### src/hw/rtl/dual_stepper_half_step_slew_core_macros.svh
// ----------------------------------------------------------------------------
// Dual stepper slew core: assertion macros
// Shared concurrent assertion forms, clocked on clk and quiet during reset.
// ----------------------------------------------------------------------------
`ifndef DUAL_STEPPER_HALF_STEP_SLEW_CORE_MACROS_SVH
`define DUAL_STEPPER_HALF_STEP_SLEW_CORE_MACROS_SVH

// The consequent must hold in the same cycle as the antecedent.
`define DSS_ASSERT_SAME(lbl, ante, cons, msg) \
	lbl: assert property (@(posedge clk) disable iff (!arst_n) (ante) |-> (cons)) \
		else $error(msg);

// The consequent must hold in the cycle after the antecedent.
`define DSS_ASSERT_NEXT(lbl, ante, cons, msg) \
	lbl: assert property (@(posedge clk) disable iff (!arst_n) (ante) |=> (cons)) \
		else $error(msg);

`endif

### src/hw/rtl/dss_pkg.sv
// ----------------------------------------------------------------------------
// Dual stepper slew package
// Types, codes, pin maps and constants shared by the slew core modules.
// ----------------------------------------------------------------------------
package dss_pkg;

	typedef enum logic [2:0] {
		ACT_AZ_STEP  = 3'd0,
		ACT_AZ_STOP  = 3'd1,
		ACT_CAM_MOVE = 3'd2,
		ACT_CAM_STOP = 3'd3,
		ACT_TICK     = 3'd4
	} action_t;

	localparam int unsigned CFG_IDX_W = 1;
	localparam logic [CFG_IDX_W-1:0] CFG_AZ_TOLERANCE = 1'b0;
	localparam logic [CFG_IDX_W-1:0] CFG_CAM_SPD      = 1'b1;
	localparam int unsigned CFG_DATA_W = 16;

	localparam logic [14:0] AZ_TOL_RST  = 15'd50;
	localparam logic [15:0] CAM_SPD_RST = 16'd2560;

	localparam logic [14:0] CAM_MAX = 15'd18000;

	// Remaining camera travel is kept as product >> 8, so one step is 100 units.
	localparam int unsigned REMAIN_W = 23;
	localparam logic [REMAIN_W-1:0] REMAIN_STEP  = 23'd100;
	localparam logic [REMAIN_W-1:0] REMAIN_FINAL = 23'd200;

	localparam logic [7:0] NIBBLE_HI = 8'hF0;
	localparam logic [7:0] NIBBLE_LO = 8'h0F;

	localparam logic [7:0] AZ_MAP [8] = '{
		8'h02, 8'h06, 8'h04, 8'h05, 8'h01, 8'h09, 8'h08, 8'h0A
	};
	localparam logic [7:0] CAM_MAP [8] = '{
		8'h40, 8'h60, 8'h20, 8'hA0, 8'h80, 8'h90, 8'h10, 8'h50
	};

	typedef struct packed {
		logic [2:0]  action;
		logic [15:0] target_angle;
		logic [15:0] current_angle;
	} item_t;

	typedef struct packed {
		logic [7:0]  coil_byte;
		logic        az_done;
		logic        cam_busy;
		logic [14:0] cam_position;
		logic        last;
	} result_t;

	typedef struct packed {
		logic [2:0]          az_phase;
		logic [2:0]          cam_phase;
		logic [7:0]          coil;
		logic [14:0]         cam_angle;
		logic [14:0]         cam_target;
		logic [REMAIN_W-1:0] cam_remain;
		logic                cam_dir;
	} state_t;

	typedef struct packed {
		logic [14:0] az_tolerance;
		logic [15:0] cam_steps_per_degree;
	} cfg_t;

	typedef struct packed {
		logic can_load;
		logic out_valid;
		logic pend_valid;
	} buf_stat_t;

endpackage

### src/hw/rtl/dss_req_if.sv
// ----------------------------------------------------------------------------
// Dual stepper slew request channel
// Valid/ready channel carrying one motor command or tick.
// ----------------------------------------------------------------------------
interface dss_req_if;
	logic        valid;
	logic        ready;
	logic [2:0]  action;
	logic [15:0] target_angle;
	logic [15:0] current_angle;

	modport source (output valid, action, target_angle, current_angle, input ready);
	modport sink (input valid, action, target_angle, current_angle, output ready);
endinterface

### src/hw/rtl/dss_rsp_if.sv
// ----------------------------------------------------------------------------
// Dual stepper slew response channel
// Valid/ready channel carrying one coil byte with status.
// ----------------------------------------------------------------------------
interface dss_rsp_if;
	logic        valid;
	logic        ready;
	logic [7:0]  coil_byte;
	logic        az_done;
	logic        cam_busy;
	logic [14:0] cam_position;
	logic        last;

	modport source (output valid, coil_byte, az_done, cam_busy, cam_position, last,
		input ready);
	modport sink (input valid, coil_byte, az_done, cam_busy, cam_position, last,
		output ready);
endinterface

### src/hw/rtl/dss_step.sv
// ----------------------------------------------------------------------------
// Dual stepper slew step logic
// Combinational next state and result words for one command.
// ----------------------------------------------------------------------------
module dss_step
	import dss_pkg::*;
(
	input  item_t   item,
	input  state_t  st,
	input  cfg_t    cfg,
	output state_t  nxt,
	output result_t first,
	output result_t second,
	output logic    two
);

	localparam logic signed [17:0] WRAP_HALF  = 18'sd18000;
	localparam logic signed [17:0] WRAP_1HALF = 18'sd54000;
	localparam logic signed [17:0] TURN_1     = 18'sd36000;
	localparam logic signed [17:0] TURN_2     = 18'sd72000;

	logic signed [17:0]  az_raw;
	logic signed [17:0]  az_diff;
	logic [17:0]         az_abs;
	logic [14:0]         az_mag;
	logic                az_in_tol;
	logic [14:0]         cam_tgt;
	logic signed [15:0]  cam_diff;
	logic [15:0]         cam_abs;
	logic [14:0]         cam_mag;
	logic [30:0]         cam_prod;
	logic [REMAIN_W-1:0] cam_steps;

	// Azimuth error, wrapped into one half turn either side.
	always_comb begin
		az_raw = $signed({2'b00, item.target_angle}) - $signed({2'b00, item.current_angle});
		if (az_raw > WRAP_1HALF) begin
			az_diff = az_raw - TURN_2;
		end else if (az_raw > WRAP_HALF) begin
			az_diff = az_raw - TURN_1;
		end else if (az_raw < -WRAP_1HALF) begin
			az_diff = az_raw + TURN_2;
		end else if (az_raw < -WRAP_HALF) begin
			az_diff = az_raw + TURN_1;
		end else begin
			az_diff = az_raw;
		end
		az_abs    = az_diff[17] ? 18'(-az_diff) : 18'(az_diff);
		az_mag    = az_abs[14:0];
		az_in_tol = az_mag <= cfg.az_tolerance;
	end

	// Camera travel in units of steps times 100.
	always_comb begin
		cam_tgt   = (item.target_angle > {1'b0, CAM_MAX}) ? CAM_MAX : item.target_angle[14:0];
		cam_diff  = $signed({1'b0, cam_tgt}) - $signed({1'b0, st.cam_angle});
		cam_abs   = cam_diff[15] ? 16'(-cam_diff) : 16'(cam_diff);
		cam_mag   = cam_abs[14:0];
		cam_prod  = cam_mag * cfg.cam_steps_per_degree;
		cam_steps = cam_prod[30:8];
	end

	always_comb begin
		logic    busy;
		logic    done;
		result_t mid;

		nxt  = st;
		done = 1'b0;
		two  = 1'b0;
		busy = st.cam_remain >= REMAIN_STEP;
		mid  = '0;

		case (action_t'(item.action))
			ACT_AZ_STEP: begin
				if (az_in_tol) begin
					nxt.coil = st.coil & NIBBLE_HI;
					done     = 1'b1;
				end else begin
					nxt.az_phase = (az_diff > 18'sd0) ? st.az_phase + 3'd1 : st.az_phase + 3'd7;
					nxt.coil     = AZ_MAP[nxt.az_phase] | CAM_MAP[st.cam_phase];
				end
			end
			ACT_AZ_STOP: begin
				nxt.coil = st.coil & NIBBLE_HI;
			end
			ACT_CAM_MOVE: begin
				if (!busy && cam_steps >= REMAIN_STEP) begin
					nxt.cam_remain = cam_steps;
					nxt.cam_target = cam_tgt;
					nxt.cam_dir    = !cam_diff[15] && (cam_diff != 16'sd0);
				end
			end
			ACT_CAM_STOP: begin
				nxt.coil = st.coil & NIBBLE_LO;
			end
			ACT_TICK: begin
				if (busy) begin
					nxt.cam_phase = st.cam_dir ? st.cam_phase + 3'd1 : st.cam_phase + 3'd7;
					nxt.coil      = AZ_MAP[st.az_phase] | CAM_MAP[nxt.cam_phase];
					if (st.cam_remain < REMAIN_FINAL) begin
						// Final step: report the stepped byte, then park the camera coils.
						two            = 1'b1;
						mid            = '{coil_byte: nxt.coil, az_done: 1'b0, cam_busy: 1'b1,
							cam_position: st.cam_angle, last: 1'b0};
						nxt.cam_remain = '0;
						nxt.cam_angle  = st.cam_target;
						nxt.coil       = nxt.coil & NIBBLE_LO;
					end else begin
						nxt.cam_remain = st.cam_remain - REMAIN_STEP;
					end
				end
			end
			default: begin
			end
		endcase

		second = '{coil_byte: nxt.coil, az_done: done,
			cam_busy: nxt.cam_remain >= REMAIN_STEP, cam_position: nxt.cam_angle, last: 1'b1};
		first  = two ? mid : second;
	end

endmodule

### src/hw/rtl/dss_out_buf.sv
// ----------------------------------------------------------------------------
// Dual stepper slew output buffer
// Result register plus one pending word for commands that give two results.
// ----------------------------------------------------------------------------
module dss_out_buf
	import dss_pkg::*;
(
	input  logic         clk,
	input  logic         arst_n,
	input  logic         load,
	input  result_t      first,
	input  result_t      second,
	input  logic         two,
	output buf_stat_t    stat,
	dss_rsp_if.source    rsp
);

	result_t out_q;
	result_t pend_q;
	logic    out_valid_q;
	logic    pend_valid_q;
	logic    take;

	assign take = out_valid_q && rsp.ready;

	always_ff @(posedge clk or negedge arst_n) begin
		if (!arst_n) begin
			out_valid_q  <= 1'b0;
			pend_valid_q <= 1'b0;
		end else if (load) begin
			out_valid_q  <= 1'b1;
			pend_valid_q <= two;
		end else if (take) begin
			if (pend_valid_q) begin
				pend_valid_q <= 1'b0;
			end else begin
				out_valid_q <= 1'b0;
			end
		end
	end

	always_ff @(posedge clk) begin
		if (load) begin
			out_q  <= first;
			pend_q <= second;
		end else if (take && pend_valid_q) begin
			out_q <= pend_q;
		end
	end

	assign stat.can_load   = !pend_valid_q && (!out_valid_q || rsp.ready);
	assign stat.out_valid  = out_valid_q;
	assign stat.pend_valid = pend_valid_q;

	assign rsp.valid        = out_valid_q;
	assign rsp.coil_byte    = out_q.coil_byte;
	assign rsp.az_done      = out_q.az_done;
	assign rsp.cam_busy     = out_q.cam_busy;
	assign rsp.cam_position = out_q.cam_position;
	assign rsp.last         = out_q.last;

endmodule

### src/hw/rtl/dual_stepper_half_step_slew_core.sv
// ----------------------------------------------------------------------------
// Dual stepper half-step slew core
// Sequences an azimuth and a camera half-step stepper sharing one coil byte.
// ----------------------------------------------------------------------------
//
// Channel   Role     Word
// req       sink     action, target_angle, current_angle
// rsp       source   coil_byte, az_done, cam_busy, cam_position, last
// cfg       write    cfg_wr_en, cfg_index, cfg_data
//
// A command is registered on acceptance and evaluated once the output buffer can
// take its result, which is then registered there; a new command can enter every
// cycle while the output buffer can take results. The final tick of a camera move
// yields two words and holds the command register while the second word drains from
// the output stage. Reset clears both motor phases, the coils, the camera position
// and its pending travel, and loads the register defaults. A stalled rsp holds the
// output words; req keeps accepting until the input register is full behind them.
//
module dual_stepper_half_step_slew_core
	import dss_pkg::*;
(
	input  logic                  clk,
	input  logic                  arst_n,
	dss_req_if.sink               req,
	dss_rsp_if.source             rsp,
	input  logic                  cfg_wr_en,
	input  logic [CFG_IDX_W-1:0]  cfg_index,
	input  logic [CFG_DATA_W-1:0] cfg_data
);

	// Configuration registers. Writes must only arrive while the core is idle; the core does not enforce this.
	cfg_t cfg_q;

	always_ff @(posedge clk or negedge arst_n) begin
		if (!arst_n) begin
			cfg_q.az_tolerance         <= AZ_TOL_RST;
			cfg_q.cam_steps_per_degree <= CAM_SPD_RST;
		end else if (cfg_wr_en) begin
			case (cfg_index)
				CFG_AZ_TOLERANCE: cfg_q.az_tolerance         <= cfg_data[14:0];
				CFG_CAM_SPD:      cfg_q.cam_steps_per_degree <= cfg_data;
				default: begin
				end
			endcase
		end
	end

	// Input register: the command being evaluated this cycle.
	item_t     item_s1;
	logic      valid_s1;
	logic      fire_s1;
	logic      req_take;
	buf_stat_t buf_stat;

	assign fire_s1   = valid_s1 && buf_stat.can_load;
	assign req.ready = !valid_s1 || fire_s1;
	assign req_take  = req.valid && req.ready;

	always_ff @(posedge clk or negedge arst_n) begin
		if (!arst_n) begin
			valid_s1 <= 1'b0;
		end else if (req_take) begin
			valid_s1 <= 1'b1;
		end else if (fire_s1) begin
			valid_s1 <= 1'b0;
		end
	end

	always_ff @(posedge clk) begin
		if (req_take) begin
			item_s1 <= '{action: req.action, target_angle: req.target_angle,
				current_angle: req.current_angle};
		end
	end

	// Motor state. It advances only when a command is evaluated, so every command
	// sees the state its predecessor left behind.
	state_t  st_q;
	state_t  st_nxt;
	result_t res_first;
	result_t res_second;
	logic    res_two;

	always_ff @(posedge clk or negedge arst_n) begin
		if (!arst_n) begin
			st_q <= '0;
		end else if (fire_s1) begin
			st_q <= st_nxt;
		end
	end

	dss_step u_step (
		.item   (item_s1),
		.st     (st_q),
		.cfg    (cfg_q),
		.nxt    (st_nxt),
		.first  (res_first),
		.second (res_second),
		.two    (res_two)
	);

	dss_out_buf u_out_buf (
		.clk    (clk),
		.arst_n (arst_n),
		.load   (fire_s1),
		.first  (res_first),
		.second (res_second),
		.two    (res_two),
		.stat   (buf_stat),
		.rsp    (rsp)
	);

`include "dual_stepper_half_step_slew_core_macros.svh"

	// A queued second word always sits behind a valid output word.
	`DSS_ASSERT_SAME(a_pend_behind_out, buf_stat.pend_valid, buf_stat.out_valid, "pending word without output word")
	// No command is evaluated while a second word still waits.
	`DSS_ASSERT_SAME(a_no_fire_on_pend, buf_stat.pend_valid, !fire_s1, "command evaluated over a pending word")
	// Pending camera travel is either none or at least one whole step.
	`DSS_ASSERT_SAME(a_remain_whole, st_q.cam_remain != '0, st_q.cam_remain >= REMAIN_STEP, "partial camera step pending")
	// A two-word result always leaves the camera idle.
	`DSS_ASSERT_NEXT(a_final_idle, fire_s1 && res_two, st_q.cam_remain == '0, "camera still busy after final step")

endmodule

### src/flat_wrapper.sv
// flat-port wrapper written by rule: the top's interface ports become plain ports
module dual_stepper_half_step_slew_core_flat import dss_pkg::*;
  (clk, arst_n, cfg_wr_en, cfg_index, cfg_data, req_valid, req_action, req_target_angle, req_current_angle, req_ready, rsp_valid, rsp_coil_byte, rsp_az_done, rsp_cam_busy, rsp_cam_position, rsp_last, rsp_ready);
  dss_req_if req_i ();
  dss_rsp_if rsp_i ();
  input  logic clk;
  input  logic arst_n;
  input  logic cfg_wr_en;
  input  logic [CFG_IDX_W-1:0] cfg_index;
  input  logic [CFG_DATA_W-1:0] cfg_data;
  input wire logic [$bits(req_i.valid)-1:0] req_valid;
  input wire logic [$bits(req_i.action)-1:0] req_action;
  input wire logic [$bits(req_i.target_angle)-1:0] req_target_angle;
  input wire logic [$bits(req_i.current_angle)-1:0] req_current_angle;
  output wire logic [$bits(req_i.ready)-1:0] req_ready;
  output wire logic [$bits(rsp_i.valid)-1:0] rsp_valid;
  output wire logic [$bits(rsp_i.coil_byte)-1:0] rsp_coil_byte;
  output wire logic [$bits(rsp_i.az_done)-1:0] rsp_az_done;
  output wire logic [$bits(rsp_i.cam_busy)-1:0] rsp_cam_busy;
  output wire logic [$bits(rsp_i.cam_position)-1:0] rsp_cam_position;
  output wire logic [$bits(rsp_i.last)-1:0] rsp_last;
  input wire logic [$bits(rsp_i.ready)-1:0] rsp_ready;
  assign req_i.valid = req_valid;
  assign req_i.action = req_action;
  assign req_i.target_angle = req_target_angle;
  assign req_i.current_angle = req_current_angle;
  assign req_ready = req_i.ready;
  assign rsp_valid = rsp_i.valid;
  assign rsp_coil_byte = rsp_i.coil_byte;
  assign rsp_az_done = rsp_i.az_done;
  assign rsp_cam_busy = rsp_i.cam_busy;
  assign rsp_cam_position = rsp_i.cam_position;
  assign rsp_last = rsp_i.last;
  assign rsp_i.ready = rsp_ready;
  dual_stepper_half_step_slew_core u_core (.clk(clk), .arst_n(arst_n), .req(req_i), .rsp(rsp_i), .cfg_wr_en(cfg_wr_en), .cfg_index(cfg_index), .cfg_data(cfg_data));
endmodule
### config.mk
export PLATFORM = sky130hd
export DESIGN_NAME = dual_stepper_half_step_slew_core_flat
export DESIGN_NICKNAME = d
export VERILOG_FILES = /design/src/hw/rtl/dss_pkg.sv /design/src/hw/rtl/dss_req_if.sv /design/src/hw/rtl/dss_rsp_if.sv /design/src/hw/rtl/dss_step.sv /design/src/hw/rtl/dss_out_buf.sv /design/src/hw/rtl/dual_stepper_half_step_slew_core.sv /design/src/flat_wrapper.sv
export VERILOG_INCLUDE_DIRS = /design/src /design/src/hw/rtl
export SDC_FILE = /design/constraint.sdc
export NUM_CORES = 1
export LEC_CHECK = 0
export BUFFER_PORTS_ARGS = -buffer_cell sky130_fd_sc_hd__buf_4
export CAP_MARGIN = 20
export CORE_MARGIN = 2
export CORE_UTILIZATION = 65
export DETAILED_ROUTE_END_ITERATION = 16
export GPL_ROUTABILITY_DRIVEN = 1
export GPL_TIMING_DRIVEN = 0
export MAX_ROUTING_LAYER = met4
export PLACE_DENSITY = 0.88
export SETUP_SLACK_MARGIN = 0.4
export SYNTH_ARGS = -nofsm -noshare
export SYNTH_HDL_FRONTEND = slang
export SYNTH_SLANG_ARGS = --single-unit
### constraint.sdc
create_clock -name clk -period 15.68 [get_ports clk]
set_input_delay 2.352 -clock clk [delete_from_list [all_inputs] [get_ports clk]]
set_output_delay 2.352 -clock clk [all_outputs]
set_load 0.05 [all_outputs]
==> qor.yml, run 1 <==
sta:
  setup_slack_ps: 1100
  fin_skew_ps: 14.1
  finalHoldViolations: 0
  fin_hold_ws_ps: 494
  period_share: 0.930
  period_needed_ps: 14580
  fmax_mhz: 68.6
  worstMarginPinSlew_ps: 1070
  drv_slew: 0
  slew-limit-headroom: 0.281
  rsz0062_at_grt: "no"
  setup_tns_ps: 0
  setup_viol: 0
clock_network:
  worstSkewPairLatency_ps: 460
  clock_path_buffers: 2
  tritoncts: "done"
  cts_buffers: 17
  cts.clk_slew.worst_paths_ps: 80
  cts-htree-levels: 4
  ctsRootBufferMaster: "clkbuf_16"
  post-cts-setup-buffer-count: 0
  ctsHoldBuffers: 0
  cts_sinks: 188
worst_setup_path:
  cpMostUsedCell: "fa_1"
  crit_type: "reg2reg"
  cp_top_family: "compound AO/OA/AOI/OAI gates"
  startpoint_type: "flip-flop"
  worst-path-max-fanout: 10
  critPathCaptureType: "flip-flop"
  crit_required_ps: 16080
  crit_slowest_cell: "xnor2_1"
  slowest_delay_ps: 810
  worst-path-buf-inv: 11
  crit_arrival_ps: 14980
placed_design:
  routabilityCongestion: 0.990
  placed_cell_area_um2: 22400
  place_hpwl_mm: 48.8
  port_buffers: 84
  place_ws_ps: 1080
cells_and_area:
  drive_gt1_frac: 0.101
  area_delta_synth_final_pct: 8.92
  final_cell_mix: "nand2_1 (345), inv_1 (265), fa_1 (183), o21ai_0 (174), ha_1 (154)"
  final_net_count: 2904
  mostFrequentLayoutCell: "nand2_1"
  fin_area_um2: 23100
  num_antenna_cells: 0
detailed_routing:
  m1WireLength_mm: 23.9
  drtPass1Iterations: 6
  routed.top_layer: "met4"
  remaining_drc_errors: 0
  met3WireLength_mm: 5.15
  detail_route.wl_per_cell_um: 21.1
  ant_nets: 0
  route.met2.wl_mm: 30.1
  finalWirelength_mm: 62.5
  vias_per_cell: 6.46
  dr_total_vias: 19100
  dr.first_iter.drc_count: 2117
synth:
  synthCells: 2405
  yosysTopAreaCell: "fa_1"
  synth-seq-area-share: 0.243
  ys_types: 108
  synth-seq-cells: 188
  synth_top_area_frac: 0.173
  postSynthAreaPerCell_um2: 8.81
  synth_ff_type: "dfrtp_1"
  synth_area_leaders: "fa_1 (17%), edfxtp_1 (12%), dfrtp_1 (11%), ha_1 (9.1%), nand2_1 (6.1%)"
  async_reset_ff_frac: 0.543
  synth_fp_nets: 2799
  ys_warn_count: 0
  synth-edff-count: 86
  netlist_area_um2: 21200
floorplanning:
  die_height_um: 185
  num_io_pins: 85
  core_um2: 32300
  initial_utilization: 0.656
  dieArea_um2: 34100
  die_w_um: 185
  rows: 66
global_route:
  grt_pass1_vias: 19400
  antenna_found_initial: 0
  overflow: 0
  grt_start_max_net_pins: 58
  grt_pass1_wl_mm: 101
  grt_use_total: 0.391
job:
  max_cap_violations: 0
run_status:
  outcome: "finished clean"
hold_path:
  hold_path.class: "reg2reg"
cell type report:
class,count,area [um2]
buffer,109,448
timing repair buffer,86,673
tap,442,553
fill,2365,9200
inverter,266,998
sequential,188,5140
clock inverter,15,188
clock buffer,17,425
multi-input combinational,1842,14700
sequential cells by signal, summed over array words and instances, names as in the netlist:
signal,cells
u_core.u_out_buf.rsp.valid,1
u_core.cfg_q,31
u_core.st_q,68
u_core.u_out_buf.rsp.az_done,1
u_core.u_out_buf.rsp.last,1
u_core.valid_s1,1
u_core.u_out_buf.pend_valid_q,1
u_core.item_s1,35
u_core.u_out_buf.rsp.coil_byte,8
u_core.u_out_buf.rsp.cam_position,15
u_core.u_out_buf.rsp.cam_busy,1
u_core.u_out_buf.pend_q,25
logic make-up (layout without fill, tap and decap cells):
logic type,count (synthesis),after routing,synth area share
simple gates,806,806,0.183
compound gates,568,568,0.182
buf+inv,375,493,0.0680
fa+ha+maj,337,337,0.264
flops,188,188,0.243
xor+xnor,78,78,0.0333
mux,53,53,0.0279
final timing paths:
path                                               from                           end  slack [ps]  depth (start not counted)
hold / removal               u_core.st_q[0]$_DFFE_PN0P_    u_core.st_q[0]$_DFFE_PN0P_         490                          1
hold reg to reg              u_core.st_q[0]$_DFFE_PN0P_    u_core.st_q[0]$_DFFE_PN0P_         490                          1
setup / recovery           u_core.item_s1[16]$_DFFE_PP_    u_core.st_q[0]$_DFFE_PN0P_        1100                         46
max in group asynchronous                        arst_n  u_core.cfg_q[17]$_DFFE_PN1P_       12900                          2
setup reg to reg           u_core.item_s1[16]$_DFFE_PP_    u_core.st_q[0]$_DFFE_PN0P_        1100                         46
min in group asynchronous                        arst_n   u_core.st_q[10]$_DFFE_PN0P_        1960                          1
synth_stat cells, types with 53 or more instances:
master,n
a21oi_1,97
and2_1,91
clkbuf_1,91
dfrtp_1,97
edfxtp_1,86
fa_1,183
ha_1,154
inv_1,265
nand2_1,345
nor2_1,137
o21ai_0,174
xnor2_1,53
layer usage:
layer	vias to the layer above	track usage
li1	8476	-
met1	9269	0.475
met2	1123	0.640
met3	273	0.0591
met4	0	0.191
met5	-	-
metrics by stage:
step,utilization,instances
after detailed placement,0.695,2933
after CTS,0.714,2965
after floorplan,-,2405
after global placement,0.693,2931
after global routing,0.715,2965
final,0.715,2965
timing repair:
action,4_1_cts,5_1_grt
endpoints found under the hold margin,0,0
setup endpoints to repair,0,23
resized for setup,0,13
Power of run 1 is left out: the tool's default activity adds up to more than one toggle a clock period on the data nets, which glitch-free logic cannot reach.
==> run 2: changes to the inputs <==
--- a/config.mk
+++ b/config.mk
@@ -8,7 +8,6 @@
 export LEC_CHECK = 0
 export BUFFER_PORTS_ARGS = -buffer_cell sky130_fd_sc_hd__buf_4
 export CAP_MARGIN = 20
-export CORE_MARGIN = 2
 export CORE_UTILIZATION = 65
 export DETAILED_ROUTE_END_ITERATION = 16
 export GPL_ROUTABILITY_DRIVEN = 1
==> run 2 against run 1 <==
First-iteration DRC count decreased by 1.4%. Count of clock-buffer cells in the layout unchanged. Critical endpoint unchanged. Non-clock buffer count unchanged. Critical path type unchanged. Global-route usage increased by 0.96 points. Largest cell class unchanged.
==> qor.yml, run 2 (synthesized netlist as in run 1, its figures left out) <==
cells_and_area:
  fin_area_um2: 23100
  final_cell_mix: "nand2_1 (345), inv_1 (265), fa_1 (183), o21ai_0 (174), ha_1 (154)"
  drive_gt1_frac: 0.102
  largest_register: "u_core.st_q"
  final_net_count: 2904
  largest_reg_flops: 68
  area_delta_synth_final_pct: 8.96
  top_regs: "u_core.st_q x68, u_core.item_s1 x35, u_core.cfg_q x31"
  fill_cells: 2317
  mostFrequentLayoutCell: "nand2_1"
  num_antenna_cells: 0
global_route:
  antenna_found_initial: 0
  overflow: 0
  grt_use_total: 0.400
  grt_pass1_vias: 19400
  gr-usage-met3: 0.0621
  gr-usage-met2: 0.651
  grt_start_max_net_pins: 58
  use_met1: 0.488
  grt_pass1_wl_mm: 101
  grt-busiest-layer: "met2"
sta:
  fin_skew_ps: 16.8
  setup_tns_ps: 0
  worstMarginPinSlew_ps: 1040
  drv_slew: 0
  period_share: 0.926
  slew-limit-headroom: 0.304
  period_needed_ps: 14520
  rsz0062_at_grt: "no"
  setup_viol: 0
  fmax_mhz: 68.9
  finalHoldViolations: 0
clock_network:
  cts-htree-levels: 4
  ctsRootBufferMaster: "clkbuf_16"
  worstSkewPairLatency_ps: 470
  cts_buffers: 17
  tritoncts: "done"
  cts_sinks: 188
  cts.clk_slew.worst_paths_ps: 90
  clock_path_buffers: 2
  ctsHoldBuffers: 0
floorplanning:
  rows: 65
  die_w_um: 183
  dieArea_um2: 33300
  core_um2: 31800
  initial_utilization: 0.666
  num_io_pins: 85
  die_height_um: 183
detailed_routing:
  vias_per_cell: 6.52
  ant_nets: 0
  drtPass1Iterations: 6
  detail_route.wl_per_cell_um: 21.2
  finalWirelength_mm: 62.8
  dr.first_iter.drc_count: 2088
  remaining_drc_errors: 0
  dr_total_vias: 19300
job:
  max_cap_violations: 0
worst_setup_path:
  cpMostUsedCell: "fa_1"
  slowest_delay_ps: 600
  crit_type: "reg2reg"
  crit_required_ps: 16090
  cp_top_family: "compound AO/OA/AOI/OAI gates"
  crit_arrival_ps: 14930
  critPathCaptureType: "flip-flop"
  startpoint_type: "flip-flop"
  worst-path-buf-inv: 8
  worst-path-max-fanout: 10
  crit_slowest_cell: "fa_1"
hold_path:
  hold_path.class: "reg2reg"
placed_design:
  placed_cell_area_um2: 22400
  port_buffers: 84
  routabilityCongestion: 1.00
  place_hpwl_mm: 49.2
run_status:
  outcome: "finished clean"
## run 2: metrics by stage
stage          std cells  utilization  hold slack [ps]  worst slack [ps]
2_1_floorplan       2405            -              449              3860
3_5_place_dp        2926        0.705              481              1140
4_1_cts             2958        0.724              501              1070
5_1_grt             2958        0.726              539               415
6_report            2958        0.726              496              1160
3_3_place_gp        2924        0.703              465              1650
## run 2: routing by layer
metal  up-vias  wire length [um]
li1       8462                 -
met1      9359             23800
met2      1196             30200
met3       265              5660
met4         0              3210
met5         -                 0
## run 2: layout make-up
class / instances / area [um2] / share of cell area
multi-input cells: 1842 / 14700 / 0.635
flip-flops and latches: 188 / 5140 / 0.223
inverters: 266 / 998 / 0.0432
repair buffers: 86 / 673 / 0.0291
well taps: 435 / 544 / 0.0236
plain buffers: 109 / 448 / 0.0194
clock buffers: 17 / 425 / 0.0184
clock inverters: 15 / 190 / 0.00824
## run 2: worst reg2reg max path, delay by kind of cell (launching register included)
kind	cells	cell delay (ps)
AOI/OAI and AO/OA	20	4690
xor gates and xnor gates	2	780
adders and majority gates	9	4130
buffers and inverters	8	1810
DFF	1	520
and+or+nand+nor	12	2570
## run 2: path summary, 6_finish.rpt
kind	endpoint	slack (ps)	startpoint	cells after the start
setup reg to reg	u_core.st_q[0]$_DFFE_PN0P_	1160	u_core.item_s1[17]$_DFFE_PP_	51
max in group asynchronous	u_core.cfg_q[20]$_DFFE_PN1P_	12970	arst_n	2
min in group asynchronous	u_core.st_q[11]$_DFFE_PN0P_	1900	arst_n	1
hold reg to reg	u_core.st_q[2]$_DFFE_PN0P_	500	u_core.st_q[2]$_DFFE_PN0P_	2
setup / recovery	u_core.st_q[0]$_DFFE_PN0P_	1160	u_core.item_s1[17]$_DFFE_PP_	51
hold / removal	u_core.st_q[2]$_DFFE_PN0P_	500	u_core.st_q[2]$_DFFE_PN0P_	2
## run 2: repair_timing
action | 4_1_cts | 5_1_grt
buffers inserted | 0 | 0
endpoints found under the hold margin | 0 | 0
endpoints found under the setup margin | 0 | 19
resized for setup | 0 | 15
Power of run 2 is left out for the same reason.
